<file path="config.mk">
export PLATFORM = sky130hd
export DESIGN_NAME = resp_request_deframer
export DESIGN_NICKNAME = d
export VERILOG_FILES = /design/src/design/rrd_pkg.sv /design/src/design/rrd_csr.sv /design/src/design/rrd_parser.sv /design/src/design/resp_request_deframer.sv
export SDC_FILE = /design/constraint.sdc
export NUM_CORES = 1
export LEC_CHECK = 0
export BUFFER_PORTS_ARGS = -buffer_cell sky130_fd_sc_hd__buf_2
export CORE_MARGIN = 5
export CORE_UTILIZATION = 40
export CTS_CLUSTER_SIZE = 30
export DETAILED_ROUTE_END_ITERATION = 12
export GPL_ROUTABILITY_DRIVEN = 0
export GPL_TIMING_DRIVEN = 0
export HOLD_SLACK_MARGIN = 0.02
export SETUP_SLACK_MARGIN = 0.2
export SLEW_MARGIN = 20
export SYNTH_ARGS = -nofsm -noshare
export SYNTH_HDL_FRONTEND = slang
export SYNTH_HIERARCHICAL = 1
export SYNTH_SLANG_ARGS = --single-unit
</file>
<file path="constraint.sdc">
create_clock -name clock -period 13.9 [get_ports clock]
set_input_delay 4.17 -clock clock [delete_from_list [all_inputs] [get_ports clock]]
set_output_delay 4.17 -clock clock [all_outputs]
set_load 0.01 [all_outputs]
</file>
<file path="src/design/rrd_pkg.sv">
// Shared types, codes and command tables of the RESP request deframer.
package rrd_pkg;

   typedef enum logic [6:0] {
      PH_WAIT  = 7'b0000001,
      PH_COUNT = 7'b0000010,
      PH_LEAD  = 7'b0000100,
      PH_LEN   = 7'b0001000,
      PH_DATA  = 7'b0010000,
      PH_CR    = 7'b0100000,
      PH_LF    = 7'b1000000
   } phase_type;

   localparam logic [1:0] EV_DATA  = 2'd0;
   localparam logic [1:0] EV_ARG   = 2'd1;
   localparam logic [1:0] EV_DONE  = 2'd2;
   localparam logic [1:0] EV_ERROR = 2'd3;

   localparam logic [1:0] ERR_LEAD   = 2'd0;
   localparam logic [1:0] ERR_NUMBER = 2'd1;
   localparam logic [1:0] ERR_LIMIT  = 2'd2;
   localparam logic [1:0] ERR_CRLF   = 2'd3;

   localparam logic [1:0] CLS_UNKNOWN = 2'd0;

   localparam logic [7:0] CH_STAR   = 8'h2A;
   localparam logic [7:0] CH_DOLLAR = 8'h24;
   localparam logic [7:0] CH_CR     = 8'h0D;
   localparam logic [7:0] CH_LF     = 8'h0A;
   localparam logic [7:0] CH_SPACE  = 8'h20;
   localparam logic [7:0] CH_TAB    = 8'h09;
   localparam logic [7:0] CH_PLUS   = 8'h2B;
   localparam logic [7:0] CH_ZERO   = 8'h30;
   localparam logic [7:0] CH_NINE   = 8'h39;
   localparam logic [7:0] CH_UPPER_A = 8'h41;
   localparam logic [7:0] CH_UPPER_Z = 8'h5A;
   localparam logic [7:0] CASE_OFFSET = 8'h20;

   localparam int LINE_BYTES = 127;
   localparam int CMD_COUNT  = 3;

   localparam logic CSR_MAX_ARGS = 1'b0;
   localparam logic CSR_MAX_LEN  = 1'b1;

   localparam logic [4:0]  MAX_ARGS_RESET = 5'd16;
   localparam logic [15:0] MAX_LEN_RESET  = 16'd4096;

   typedef struct packed {
      logic [4:0]  max_arguments;
      logic [15:0] max_argument_length;
   } rrd_cfg_type;

   typedef struct packed {
      logic [1:0]  event_kind;
      logic [7:0]  payload_byte;
      logic [3:0]  argument_index;
      logic [15:0] argument_length;
      logic [4:0]  argument_count;
      logic [1:0]  command_class;
      logic [1:0]  error_cause;
   } rrd_result_type;

   // command k: 0 get, 1 set, 2 quit
   function automatic logic [7:0] cmd_char(input logic [1:0] k, input logic [1:0] pos);
      logic [7:0] c;
      c = 8'h00;
      unique case ({k, pos})
         4'b00_00: c = 8'h67;
         4'b00_01: c = 8'h65;
         4'b00_10: c = 8'h74;
         4'b01_00: c = 8'h73;
         4'b01_01: c = 8'h65;
         4'b01_10: c = 8'h74;
         4'b10_00: c = 8'h71;
         4'b10_01: c = 8'h75;
         4'b10_10: c = 8'h69;
         4'b10_11: c = 8'h74;
         default:  c = 8'h00;
      endcase
      return c;
   endfunction

   function automatic logic [2:0] cmd_len(input logic [1:0] k);
      return (k == 2'd2) ? 3'd4 : 3'd3;
   endfunction

   function automatic logic [4:0] cmd_argc(input logic [1:0] k);
      logic [4:0] n;
      n = 5'd0;
      unique case (k)
         2'd0:    n = 5'd2;
         2'd1:    n = 5'd3;
         2'd2:    n = 5'd1;
         default: n = 5'd0;
      endcase
      return n;
   endfunction

endpackage

</file>
<file path="src/design/rrd_csr.sv">
// Configuration registers of the RESP request deframer behind the APB-style port.
module rrd_csr
   import rrd_pkg::*;
(
   input  logic        clock,
   input  logic        reset,
   input  logic        psel,
   input  logic        penable,
   input  logic        pwrite,
   input  logic [2:0]  paddr,
   input  logic [31:0] pwdata,
   output logic [31:0] prdata,
   output logic        pready,
   output rrd_cfg_type cfg
);

   logic [4:0]  max_args_ff;
   logic [15:0] max_len_ff;
   logic        wr_en;

   assign wr_en  = psel && penable && pwrite;
   assign pready = 1'b1;

   always_ff @(posedge clock) begin
      if (reset) begin
         max_args_ff <= MAX_ARGS_RESET;
         max_len_ff  <= MAX_LEN_RESET;
      end else if (wr_en) begin
         if (paddr[2] == CSR_MAX_ARGS) begin
            max_args_ff <= pwdata[4:0];
         end else begin
            max_len_ff <= pwdata[15:0];
         end
      end
   end

   always_comb begin
      if (paddr[2] == CSR_MAX_ARGS) begin
         prdata = {27'd0, max_args_ff};
      end else begin
         prdata = {16'd0, max_len_ff};
      end
   end

   assign cfg.max_arguments       = max_args_ff;
   assign cfg.max_argument_length = max_len_ff;

endmodule

</file>
<file path="src/design/rrd_parser.sv">
// Framing state and per-byte next-state and event logic of the RESP deframer.
module rrd_parser
   import rrd_pkg::*;
#(
   parameter int ARG_LIMIT   = 16,
   parameter int LENGTH_BITS = 16
) (
   input  logic           clock,
   input  logic           reset,
   input  rrd_cfg_type    cfg,
   input  logic           in_valid,
   input  logic [7:0]     rx_byte,
   input  logic           take,
   output logic           emit,
   output rrd_result_type result
);

   localparam int ARG_CAP    = (ARG_LIMIT < 31) ? ARG_LIMIT : 31;
   localparam int COUNT_BITS = $clog2(ARG_CAP + 1);
   localparam int ACC_W      = LENGTH_BITS + 1;
   localparam int MUL_W      = LENGTH_BITS + 5;
   localparam int CMP_W      = ((LENGTH_BITS > 16) ? LENGTH_BITS : 16) + 1;
   localparam logic [ACC_W-1:0] NUM_SAT = {1'b1, {LENGTH_BITS{1'b0}}};
   localparam logic [CMP_W-1:0] LEN_MAX = CMP_W'((64'd1 << LENGTH_BITS) - 64'd1);

   phase_type               phase_ff, phase_in;
   logic [ACC_W-1:0]        acc_ff, acc_in;
   logic                    started_ff, started_in;
   logic                    ended_ff, ended_in;
   logic                    cr_ff, cr_in;
   logic [COUNT_BITS-1:0]   count_ff, count_in;
   logic [COUNT_BITS-1:0]   arg_ff, arg_in;
   logic [LENGTH_BITS-1:0]  rem_ff, rem_in;
   logic [LENGTH_BITS-1:0]  len_ff, len_in;
   logic [2:0]              match_ff, match_in;
   logic [2:0]              npos_ff, npos_in;

   logic                    is_digit, is_space, clear_req, go_count;
   logic [7:0]              digit, low;
   logic [MUL_W-1:0]        acc_mul;
   logic [ACC_W-1:0]        acc_sat;
   logic [ACC_W-1:0]        num_acc;
   logic                    num_started, num_ended, num_cr;
   logic                    num_ok, num_long;
   logic [LENGTH_BITS-1:0]  rem_inc;
   logic [ACC_W-1:0]        lim_cnt;
   logic [CMP_W-1:0]        lim_len, len_cfg;
   logic [COUNT_BITS:0]     arg_plus;
   logic [1:0]              cls;
   logic [2:0]              match_upd;
   logic [31:0]             arg_wide, len_wide;

   assign is_digit = (rx_byte >= CH_ZERO) && (rx_byte <= CH_NINE);
   assign is_space = (rx_byte == CH_SPACE) || ((rx_byte >= CH_TAB) && (rx_byte <= CH_CR));
   assign digit    = rx_byte - CH_ZERO;
   assign low      = ((rx_byte >= CH_UPPER_A) && (rx_byte <= CH_UPPER_Z)) ?
                     rx_byte + CASE_OFFSET : rx_byte;
   assign acc_mul  = (MUL_W'(acc_ff) << 3) + (MUL_W'(acc_ff) << 1) + MUL_W'(digit[3:0]);
   assign acc_sat  = (acc_mul > MUL_W'(NUM_SAT)) ? NUM_SAT : acc_mul[ACC_W-1:0];
   assign rem_inc  = rem_ff + LENGTH_BITS'(1);
   assign num_ok   = (rx_byte == CH_LF) && cr_ff;
   assign num_long = rem_inc >= LENGTH_BITS'(LINE_BYTES);

   // number line digit accumulation, skipping leading blanks and trailing junk
   always_comb begin
      num_acc     = acc_ff;
      num_started = started_ff;
      num_ended   = ended_ff;
      num_cr      = (rx_byte == CH_CR);
      if (!ended_ff) begin
         if (!started_ff) begin
            if (!is_space) begin
               num_started = 1'b1;
               if (is_digit) begin
                  num_acc = ACC_W'(digit[3:0]);
               end else if (rx_byte != CH_PLUS) begin
                  num_ended = 1'b1;
               end
            end
         end else if (is_digit) begin
            num_acc = acc_sat;
         end else begin
            num_ended = 1'b1;
         end
      end
   end

   assign lim_cnt  = (32'(cfg.max_arguments) < ARG_LIMIT) ?
                     ACC_W'(cfg.max_arguments) : ACC_W'(ARG_LIMIT);
   assign len_cfg  = CMP_W'(cfg.max_argument_length);
   assign lim_len  = (len_cfg > LEN_MAX) ? LEN_MAX : len_cfg;
   assign arg_plus = (COUNT_BITS + 1)'(arg_ff) + (COUNT_BITS + 1)'(1);

   always_comb begin
      match_upd = match_ff;
      for (int k = 0; k < CMD_COUNT; k++) begin
         if ((npos_ff >= cmd_len(2'(k))) || (cmd_char(2'(k), npos_ff[1:0]) != low)) begin
            match_upd[k] = 1'b0;
         end
      end
   end

   always_comb begin
      cls = CLS_UNKNOWN;
      for (int k = CMD_COUNT - 1; k >= 0; k--) begin
         if (match_ff[k] && (npos_ff == cmd_len(2'(k))) &&
             (5'(count_ff) == cmd_argc(2'(k)))) begin
            cls = 2'(k + 1);
         end
      end
   end

   assign arg_wide = 32'(arg_ff);
   assign len_wide = 32'(len_ff);

   always_comb begin
      phase_in   = phase_ff;
      acc_in     = acc_ff;
      started_in = started_ff;
      ended_in   = ended_ff;
      cr_in      = cr_ff;
      count_in   = count_ff;
      arg_in     = arg_ff;
      rem_in     = rem_ff;
      len_in     = len_ff;
      match_in   = match_ff;
      npos_in    = npos_ff;
      clear_req  = 1'b0;
      go_count   = 1'b0;
      emit       = 1'b0;

      result.event_kind      = EV_DATA;
      result.payload_byte    = 8'd0;
      result.argument_index  = arg_wide[3:0];
      result.argument_length = len_wide[15:0];
      result.argument_count  = 5'(count_ff);
      result.command_class   = CLS_UNKNOWN;
      result.error_cause     = ERR_LEAD;

      unique case (phase_ff)
         PH_COUNT, PH_LEN: begin
            rem_in     = rem_inc;
            acc_in     = num_acc;
            started_in = num_started;
            ended_in   = num_ended;
            cr_in      = num_cr;
            if (num_ok) begin
               acc_in     = acc_ff;
               started_in = started_ff;
               ended_in   = ended_ff;
               cr_in      = cr_ff;
               if (acc_ff == '0) begin
                  emit = 1'b1;
                  result.event_kind  = EV_ERROR;
                  result.error_cause = ERR_NUMBER;
                  clear_req = 1'b1;
               end else if (phase_ff == PH_COUNT) begin
                  if (acc_ff > lim_cnt) begin
                     emit = 1'b1;
                     result.event_kind  = EV_ERROR;
                     result.error_cause = ERR_LIMIT;
                     clear_req = 1'b1;
                  end else begin
                     count_in = acc_ff[COUNT_BITS-1:0];
                     arg_in   = '0;
                     match_in = 3'b111;
                     npos_in  = 3'd0;
                     phase_in = PH_LEAD;
                  end
               end else begin
                  if (CMP_W'(acc_ff) > lim_len) begin
                     emit = 1'b1;
                     result.event_kind  = EV_ERROR;
                     result.error_cause = ERR_LIMIT;
                     clear_req = 1'b1;
                  end else begin
                     len_in   = acc_ff[LENGTH_BITS-1:0];
                     rem_in   = acc_ff[LENGTH_BITS-1:0];
                     phase_in = PH_DATA;
                  end
               end
            end else if (num_long) begin
               emit = 1'b1;
               result.event_kind  = EV_ERROR;
               result.error_cause = ERR_CRLF;
               clear_req = 1'b1;
            end
         end
         PH_LEAD: begin
            if (rx_byte != CH_DOLLAR) begin
               emit = 1'b1;
               result.event_kind  = EV_ERROR;
               result.error_cause = ERR_LEAD;
               clear_req = 1'b1;
            end else begin
               acc_in     = '0;
               started_in = 1'b0;
               ended_in   = 1'b0;
               cr_in      = 1'b0;
               rem_in     = '0;
               phase_in   = PH_LEN;
            end
         end
         PH_DATA: begin
            if (arg_ff == '0) begin
               match_in = match_upd;
               if (npos_ff != 3'd7) begin
                  npos_in = npos_ff + 3'd1;
               end
            end
            emit = 1'b1;
            result.event_kind   = EV_DATA;
            result.payload_byte = rx_byte;
            if (rem_ff != '0) begin
               rem_in = rem_ff - LENGTH_BITS'(1);
            end
            if ((rem_ff == '0) || (rem_ff == LENGTH_BITS'(1))) begin
               phase_in = PH_CR;
            end
         end
         PH_CR: begin
            if (rx_byte != CH_CR) begin
               emit = 1'b1;
               result.event_kind  = EV_ERROR;
               result.error_cause = ERR_CRLF;
               clear_req = 1'b1;
            end else begin
               phase_in = PH_LF;
            end
         end
         PH_LF: begin
            emit = 1'b1;
            if (rx_byte != CH_LF) begin
               result.event_kind  = EV_ERROR;
               result.error_cause = ERR_CRLF;
               clear_req = 1'b1;
            end else if (arg_plus >= (COUNT_BITS + 1)'(count_ff)) begin
               result.event_kind    = EV_DONE;
               result.command_class = cls;
               clear_req = 1'b1;
            end else begin
               result.event_kind = EV_ARG;
               arg_in   = arg_plus[COUNT_BITS-1:0];
               phase_in = PH_LEAD;
            end
         end
         default: begin
            if (rx_byte != CH_STAR) begin
               emit = 1'b1;
               result.event_kind  = EV_ERROR;
               result.error_cause = ERR_LEAD;
            end else begin
               go_count = 1'b1;
            end
            clear_req = 1'b1;
         end
      endcase

      if (clear_req) begin
         phase_in   = go_count ? PH_COUNT : PH_WAIT;
         acc_in     = '0;
         started_in = 1'b0;
         ended_in   = 1'b0;
         cr_in      = 1'b0;
         count_in   = '0;
         arg_in     = '0;
         rem_in     = '0;
         len_in     = '0;
         match_in   = 3'b111;
         npos_in    = 3'd0;
      end
   end

   always_ff @(posedge clock) begin
      if (reset) begin
         phase_ff   <= PH_WAIT;
         acc_ff     <= '0;
         started_ff <= 1'b0;
         ended_ff   <= 1'b0;
         cr_ff      <= 1'b0;
         count_ff   <= '0;
         arg_ff     <= '0;
         rem_ff     <= '0;
         len_ff     <= '0;
         match_ff   <= 3'b111;
         npos_ff    <= 3'd0;
      end else if (take && in_valid) begin
         phase_ff   <= phase_in;
         acc_ff     <= acc_in;
         started_ff <= started_in;
         ended_ff   <= ended_in;
         cr_ff      <= cr_in;
         count_ff   <= count_in;
         arg_ff     <= arg_in;
         rem_ff     <= rem_in;
         len_ff     <= len_in;
         match_ff   <= match_in;
         npos_ff    <= npos_in;
      end
   end

endmodule

</file>
<file path="src/design/resp_request_deframer.sv">
// Top level of the RESP request deframer: input and result registers around the parser.
//
//   channel  direction  handshake            payload
//   req      in         req_valid/req_stall  req_rx_byte
//   rsp      out        rsp_valid/rsp_stall  event, byte, index, length, count, class, cause
//   csr      in         psel/penable/pready  paddr, pwdata, prdata
//
// One byte per cycle sustained while no stalled result blocks it; a byte's event goes
// from the input register through the parser logic into the result register.
// Reset is synchronous and clears the framing state and both valid flags.
// A stalled result holds the result register; the input register still takes a byte
// that gives no event, and otherwise req_stall rises until the result moves on.
module resp_request_deframer
   import rrd_pkg::*;
#(
   parameter int ARG_LIMIT   = 16,
   parameter int LENGTH_BITS = 16
) (
   input  logic        clock,
   input  logic        reset,
   input  logic        req_valid,
   output logic        req_stall,
   input  logic [7:0]  req_rx_byte,
   output logic        rsp_valid,
   input  logic        rsp_stall,
   output logic [1:0]  rsp_event_kind,
   output logic [7:0]  rsp_payload_byte,
   output logic [3:0]  rsp_argument_index,
   output logic [15:0] rsp_argument_length,
   output logic [4:0]  rsp_argument_count,
   output logic [1:0]  rsp_command_class,
   output logic [1:0]  rsp_error_cause,
   input  logic        psel,
   input  logic        penable,
   input  logic        pwrite,
   input  logic [2:0]  paddr,
   input  logic [31:0] pwdata,
   output logic [31:0] prdata,
   output logic        pready
);

   rrd_cfg_type    cfg;
   rrd_result_type result;
   rrd_result_type rsp_ff;
   logic           in_valid_ff;
   logic [7:0]     in_byte_ff;
   logic           rsp_valid_ff;
   logic           emit;
   logic           take;

   rrd_csr u_csr (
      .clock   (clock),
      .reset   (reset),
      .psel    (psel),
      .penable (penable),
      .pwrite  (pwrite),
      .paddr   (paddr),
      .pwdata  (pwdata),
      .prdata  (prdata),
      .pready  (pready),
      .cfg     (cfg)
   );

   rrd_parser #(
      .ARG_LIMIT   (ARG_LIMIT),
      .LENGTH_BITS (LENGTH_BITS)
   ) u_parser (
      .clock    (clock),
      .reset    (reset),
      .cfg      (cfg),
      .in_valid (in_valid_ff),
      .rx_byte  (in_byte_ff),
      .take     (take),
      .emit     (emit),
      .result   (result)
   );

   assign take      = in_valid_ff && (!emit || !rsp_valid_ff || !rsp_stall);
   assign req_stall = in_valid_ff && !take;

   always_ff @(posedge clock) begin
      if (reset) begin
         in_valid_ff  <= 1'b0;
         rsp_valid_ff <= 1'b0;
      end else begin
         if (!req_stall) begin
            in_valid_ff <= req_valid;
         end
         if (take && emit) begin
            rsp_valid_ff <= 1'b1;
         end else if (!rsp_stall) begin
            rsp_valid_ff <= 1'b0;
         end
      end
   end

   always_ff @(posedge clock) begin
      if (!req_stall) begin
         in_byte_ff <= req_rx_byte;
      end
      if (take && emit) begin
         rsp_ff <= result;
      end
   end

   assign rsp_valid           = rsp_valid_ff;
   assign rsp_event_kind      = rsp_ff.event_kind;
   assign rsp_payload_byte    = rsp_ff.payload_byte;
   assign rsp_argument_index  = rsp_ff.argument_index;
   assign rsp_argument_length = rsp_ff.argument_length;
   assign rsp_argument_count  = rsp_ff.argument_count;
   assign rsp_command_class   = rsp_ff.command_class;
   assign rsp_error_cause     = rsp_ff.error_cause;

`ifndef SYNTHESIS
   a_stall_holds_item: assert property (@(posedge clock) disable iff (reset)
      req_stall |-> in_valid_ff)
      else $error("stall raised with empty input register");

   a_event_lands: assert property (@(posedge clock) disable iff (reset)
      (take && emit) |=> rsp_valid_ff)
      else $error("event lost on its way to the result register");

   a_class_only_done: assert property (@(posedge clock) disable iff (reset)
      (rsp_valid_ff && (rsp_ff.event_kind != EV_DONE)) |-> (rsp_ff.command_class == CLS_UNKNOWN))
      else $error("command class on a non-done event");

   a_cause_only_error: assert property (@(posedge clock) disable iff (reset)
      (rsp_valid_ff && (rsp_ff.event_kind != EV_ERROR)) |-> (rsp_ff.error_cause == ERR_LEAD))
      else $error("error cause on a non-error event");

   a_payload_only_data: assert property (@(posedge clock) disable iff (reset)
      (rsp_valid_ff && (rsp_ff.event_kind != EV_DATA)) |-> (rsp_ff.payload_byte == 8'd0))
      else $error("payload byte on a non-data event");
`endif

endmodule

</file>
## Word-level counts from Yosys, hierarchy flattened

Cells that the tools add are included.

| storage, ports and cells | value |
|---|---|
| bits in registers | 145 |
| input port bits | 50 |
| output and inout port bits | 74 |
| word-level logic and storage cells | 298 |

| operators by class | value |
|---|---|
| $add $sub $neg | 8 |
| magnitude comparators | 15 |
| equality and inequality tests | 53 |
| multiplexer cells | 134 |
| bitwise operators | 3 |
| reductions and logical operators | 59 |

Operators by type and width:

| kind | number |
|---|---|
| $mux 16 | 15 |
| $mux 17 | 9 |
| $mux 7 | 11 |
| $mux 5 | 14 |
| $pmux 16 s3 | 1 |
| $pmux 7 s3 | 2 |
| $mux 2 | 20 |
| $reduce_and 8->1 | 5 |
| $mux 3 | 13 |
| $mux 1 | 35 |
| $pmux 7 s5 | 1 |
| $gt 17x17->1 | 2 |
| $pmux 17 s2 | 1 |
| $pmux 8 s4 | 1 |
| $ne 3x1->1 const B | 10 |
| $ne 8x6->1 const B | 3 |
| $add 20x18->21 | 1 |
| $add 21x4->21 | 1 |
| $gt 21x17->1 const B | 1 |
| $ne 3x2->1 const B | 7 |
| $logic_not 17->1 | 1 |
| $add 16x1->16 const B | 1 |
| $eq 16x1->1 const B | 1 |
| $eq 8x4->1 const B | 2 |
| other kinds (67) | 114 |

## Longest topological paths before layout

| depth | value |
|---|---|
| depth in word-level cells | 14 |
| mapped depth | 18 |
| mapped depth without buffers | 17 |

## Hierarchy

Netlist, hierarchy kept.

By module, submodules not included:

| module | instances | cells each | area each (um^2) | seq. area each (um^2) |
|---|---|---|---|---|
| rrd_parser | 1 | 905 | 6,752.7 | 1,501.4 |
| resp_request_deframer | 1 | 59 | 1,507.7 | 1,451.4 |
| rrd_csr | 1 | 125 | 1,217.4 | 420.4 |

## Worst setup path before layout

Ideal clock, no wire load.

| path | value |
|---|---|
| path type | input-to-output |
| start | input port paddr[2] |
| end | output port prdata[10] |
| data arrival time | 4.654 ns |
| required time | 9.730 ns |
| setup slack | 5.076 ns |
| stages on the path | 3 |
| path buffers | 2 |
| cells stage by stage | buf_6 clkbuf_1 and2_1 |

| on the way | value |
|---|---|
| longest elaborated chain between the ends | 1 |

RTL lines:

| item | line | RTL |
|---|---|---|
| from (decl) | resp_request_deframer.sv:36 | `input logic [2:0] paddr,` |
| $mux 16 | rrd_csr.sv:38 | `if (paddr[2] == CSR_MAX_ARGS) begin` |
| to (decl) | resp_request_deframer.sv:38 | `output logic [31:0] prdata,` |

Every way passes these cells.

## Worst setup path after layout

| path | value |
|---|---|
| start | input port rsp_stall |
| end | output port req_stall |

| on the way | value |
|---|---|
| longest elaborated chain between the ends | 5 |

RTL lines:

| item | line | RTL |
|---|---|---|
| from (decl) | resp_request_deframer.sv:25 | `input logic rsp_stall,` |
| $logic_not 1->1 | -- |  |
| $logic_or 1x1->1 | resp_request_deframer.sv:78 | `assign take = in_valid_ff && (!emit \|\| !rsp_valid_ff \|\| !rsp_stall);` |
| $logic_and 1x1->1 | resp_request_deframer.sv:78 |  |
| $logic_not 1->1 | resp_request_deframer.sv:79 | `assign req_stall = in_valid_ff && !take;` |
| $logic_and 1x1->1 | resp_request_deframer.sv:79 |  |
| to (decl) | resp_request_deframer.sv:22 | `output logic req_stall,` |

Every way passes these cells.

==> run summary <==
The tools report the achievable frequency as 110 MHz. The share of synthesized area in the top cell type comes to 20.7%. The end-of-flow core utilization is 47.1%. In this run the post-CTS setup repair buffer count came out at 0. Design internal power: 0.000743 W. The post-CTS resize count is 0.

TritonCTS built the clock tree. After layout, the minimum clock period comes to 9.05 ns. The total standard cell area after synthesis was 9480 um2. Cell with the largest stage delay on the worst path: nand4_2. The length of routed met2 wiring was 12,000 um.

Setup repair after global routing left no endpoint under its margin. The count of input and output buffers was 87; the die footprint was 26,900 um2. The number of buffers and inverters on the critical path was 3; the final design instance area without fill was 11,000 um2. The number of global-route vias before repair was 8,001; the cts-stage hold buffer count was 0. Type of the tightest min-delay check: register to register. The worst setup path is captured at an output pin. The biggest cell delay along the critical path is 0.32 ns. In this run the power density over the cells is 89.0 nW/um2.

Clock tree root driver cell: clkbuf_16. The logs give 9.73 ns for the worst endpoint required time and 0.43 ns for the worst-skew pair later-pin latency. The clock network is responsible for 47.6% of the overall power. The critical path startpoint is rsp_stall. The critical path goes through buf_2 -> nand4_2 -> inv_1 -> buf_2.

The worst setup skew after layout came out at 0.0166 ns. STA classifies the critical path startpoint as an input port. Summed over all nets, the switching power comes to 0.000237 W.

The number of cells on the worst reg-to-reg path was 16; the number of synthesized flops with an enable pin was 47. For this design, the sink count on the clock tree is 145. The routed layout has 8,483 vias.

The tool flagged a number of max-cap violations equal to 0. The number of pins exceeding their max-slew limit in the final report is 0. The run gives 19,700 um as the post-DP HPWL.

Counting buffers and inverters, the worst setup path is 4 cells deep. The first global-routing pass estimated 42,400 um of wire. Transition time at the pin with the least slew margin: 1.02 ns. In this run the tightest slew margin relative to its limit is 31.6%. The highest metal layer carrying signal wires in the routed design is met4.

The share of cells above drive strength 1 was 14.5%; the placed standard-cell area was 10,400 um2. For this run, the post-layout net count is 1,338. The wire length on met3 is 1680 um. The category of the critical setup timing path is input port to output pin.

Entering global routing, the biggest net connects 28 pins. The cell that appears most often on the critical path is buf_2. In this run the worst setup path terminates at req_stall. The height of the chip is 164 um, and the data arrival time of the worst path is 4.88 ns. The number of search-and-repair iterations in the first detailed-routing pass came out at 5.

The total congestion overflow after global routing was 0. Cell accounting for the most synthesized area: dfxtp_1. For the final routed database, the setup TNS stands at 0 ns. Counting every instance in the synthesized netlist gives 1,089. During synthesis, Yosys emitted a total of 6 warnings.

In the synthesized netlist the dominant register cell turns out to be dfxtp_1. In the post-synthesis netlist, the biggest area contributors are dfxtp_1, edfxtp_1, ha_1, a21oi_1, nand2_1. The tools report the maximum level of the CTS H-tree as 4.

After synthesis, the share of flip-flops with an asynchronous set or reset is 0%. The tools report the TritonCTS buffer count as 17. The tools report the total setup violations reported at the end of the flow as 0. Kind of cell adding the most delay to the critical path: buffers and inverters. The core region is 23,400 um2. The number of antenna violations at the first check in global routing was 0; the number of routed nets with antenna violations was 0. The area growth from synthesis to layout is 16.2%. After detailed routing, the average wire length per cell comes to 17.0 um.

The fraction of power spent switching nets was 24.2%. The tools report the register area share after synthesis as 35.6%. The capture point of the worst reg-to-reg path was u_parser/rem_ff[7]. The largest fanout on the critical path is 10. The repair_antennas step left the layout with diodes totalling 0. The post-synthesis average cell area works out to 8.70 um2.

The startpoint identified for the worst register-to-register timing path is u_parser/rem_ff[4]. The wire length the detailed router placed on met1 is 11,900 um. The tools report the routed wire length as 26,300 um. The starting utilization of the core area was 40.5%; the clock transition at the registers of the reported paths was 0.06 ns. The synthesized design contains 145 register bits. Global routing used 19.7% of the available tracks. The detailed router's first-iteration violation count is 844, and the top-level port count is 124. The die is 164 um wide. The run gives 45.8% as the share of power burned in registers. The tools report the post-detailed-route DRC marker count as 0. The run finished with clean final reports. The clock passes through at most 2 buffers.

The final period utilization came out at 65.1%. The tools report the final count of hold timing violations as 0. The share of total power dissipated in combinational logic is 6.6%. The via-per-instance ratio is 5.49.

The worst register-to-register path has a setup slack of 8.51 ns. Across the VDD grid, the largest voltage drop is 60.0 uV. The distinct cell type count after synthesis was 83. The number of placement rows was 56. The startpoint of the most critical hold path is u_parser/len_ff[1].

Summed over all cells, the static leakage comes to 4.56 nW.
==> sequential cells by signal (all words and copies together), names as in the netlist, 3 cells and up <==
signal / flops
u_parser/match_ff: 3
u_parser/phase_ff: 7
u_parser/npos_ff: 3
u_parser/arg_ff: 5
u_parser/count_ff: 5
rsp_argument_length: 16
u_parser/len_ff: 16
u_parser/acc_ff: 17
in_byte_ff: 8
u_parser/rem_ff: 16
rsp_payload_byte: 8
rsp_argument_count: 5
u_csr/max_args_ff: 5
u_csr/max_len_ff: 16
rsp_argument_index: 4
==> metrics by stage <==
step / hold WS [ns] / setup slack, ns / cells / power (W)
detailed placement: 0.421 / 4.85 / 1511 / 0.000522
CTS: 0.435 / 4.85 / 1543 / 0.000988
global placement: 0.415 / 4.88 / 1510 / 0.000521
finish: 0.430 / 4.85 / 1544 / 0.000980
global route: 0.449 / 4.76 / 1544 / 0.00101
floorplan: 0.408 / 5.08 / 1104 / 0.000500
==> worst reg2reg max path: cells and delay by family (launching register included) <==
kind | cells | cell delay (ns)
buffers and inverters | 2 | 0.69
DFF | 1 | 0.31
AOI/OAI and AO/OA | 8 | 1.81
muxes | 1 | 0.16
and+or+nand+nor | 5 | 2.34
==> synthesized netlist by cell type (34+ instances only) <==
cell type / number
dfxtp_1: 98
nand3_1: 51
clkbuf_1: 39
inv_1: 58
a21oi_1: 81
mux2i_1: 34
nor2_1: 70
nand2b_1: 41
nand2_1: 101
ha_1: 74
o21ai_0: 41
edfxtp_1: 47
==> layout by cell type (no fill, tap or decap), types with 21 or more instances in the layout <==
| cell | synthesis | layout |
|---|---|---|
| nor3_1 | 25 | 25 |
| buf_4 | 21 | 21 |
| nand2b_1 | 41 | 41 |
| o21ai_0 | 41 | 41 |
| nor2_1 | 70 | 70 |
| buf_2 | 4 | 91 |
| inv_1 | 58 | 58 |
| clkbuf_1 | 39 | 41 |
| nor4_1 | 22 | 21 |
| ha_1 | 74 | 74 |
| and2_1 | 22 | 22 |
| dfxtp_1 | 98 | 98 |
| nand3_1 | 51 | 51 |
| mux2i_1 | 34 | 34 |
| nand2_1 | 101 | 101 |
| xnor2_1 | 24 | 24 |
| a21oi_1 | 81 | 80 |
| edfxtp_1 | 47 | 47 |
==> power groups by stage <==
stage	clock network (W)	logic (W)	registers, W
after floorplan	0	0.0000405	0.000459
after global placement	0	0.0000618	0.000459
after detailed placement	0	0.0000639	0.000458
after CTS	0.000475	0.0000642	0.000449
after global routing	0.000493	0.0000714	0.000450
final	0.000466	0.0000644	0.000449
==> worst min-delay path by stage <==
stage	end	slack, ns	depth (start not counted)
after floorplan	rsp_argument_length[0]	0.41	0
after global placement	rsp_argument_length[3]	0.42	0
after detailed placement	rsp_argument_length[7]	0.42	0
after CTS	rsp_argument_length[1]	0.44	0
after global routing	rsp_argument_length[2]	0.45	0
final	rsp_argument_length[1]	0.43	0
==> area by class of cell <==
type | instances | area (um2)
fillers | 2362 | 12400
repair buffers | 89 | 468
clock inverters | 12 | 146
flip-flops and latches | 145 | 3370
inverters | 58 | 218
well taps | 319 | 399
plain buffers | 76 | 432
clock buffers | 20 | 447
multi-input cells | 825 | 5530
==> metal layers <==
layer,vias to the layer above,GRT usage [%]
li1,4175,-
met5,-,0
met3,51,3.06
met1,3968,26.7
met2,289,31.8
met4,0,6.98
==> cells by family (layout without fill, tap and decap cells) <==
| group | after synthesis | count (layout) | share of synthesized area, % |
|---|---|---|---|
| and+or+nand+nor | 402 | 402 | 22.2 |
| AOI/OAI and AO/OA | 254 | 254 | 17.5 |
| DFF | 145 | 145 | 35.6 |
| buffers and inverters | 134 | 255 | 6.85 |
| adders and majority gates | 76 | 76 | 10.2 |
| muxes | 39 | 39 | 4.18 |
| xor gates and xnor gates | 37 | 37 | 3.42 |
| other | 2 | 17 | 0.0792 |
No activity file was read; power rests on OpenSTA's default activity.
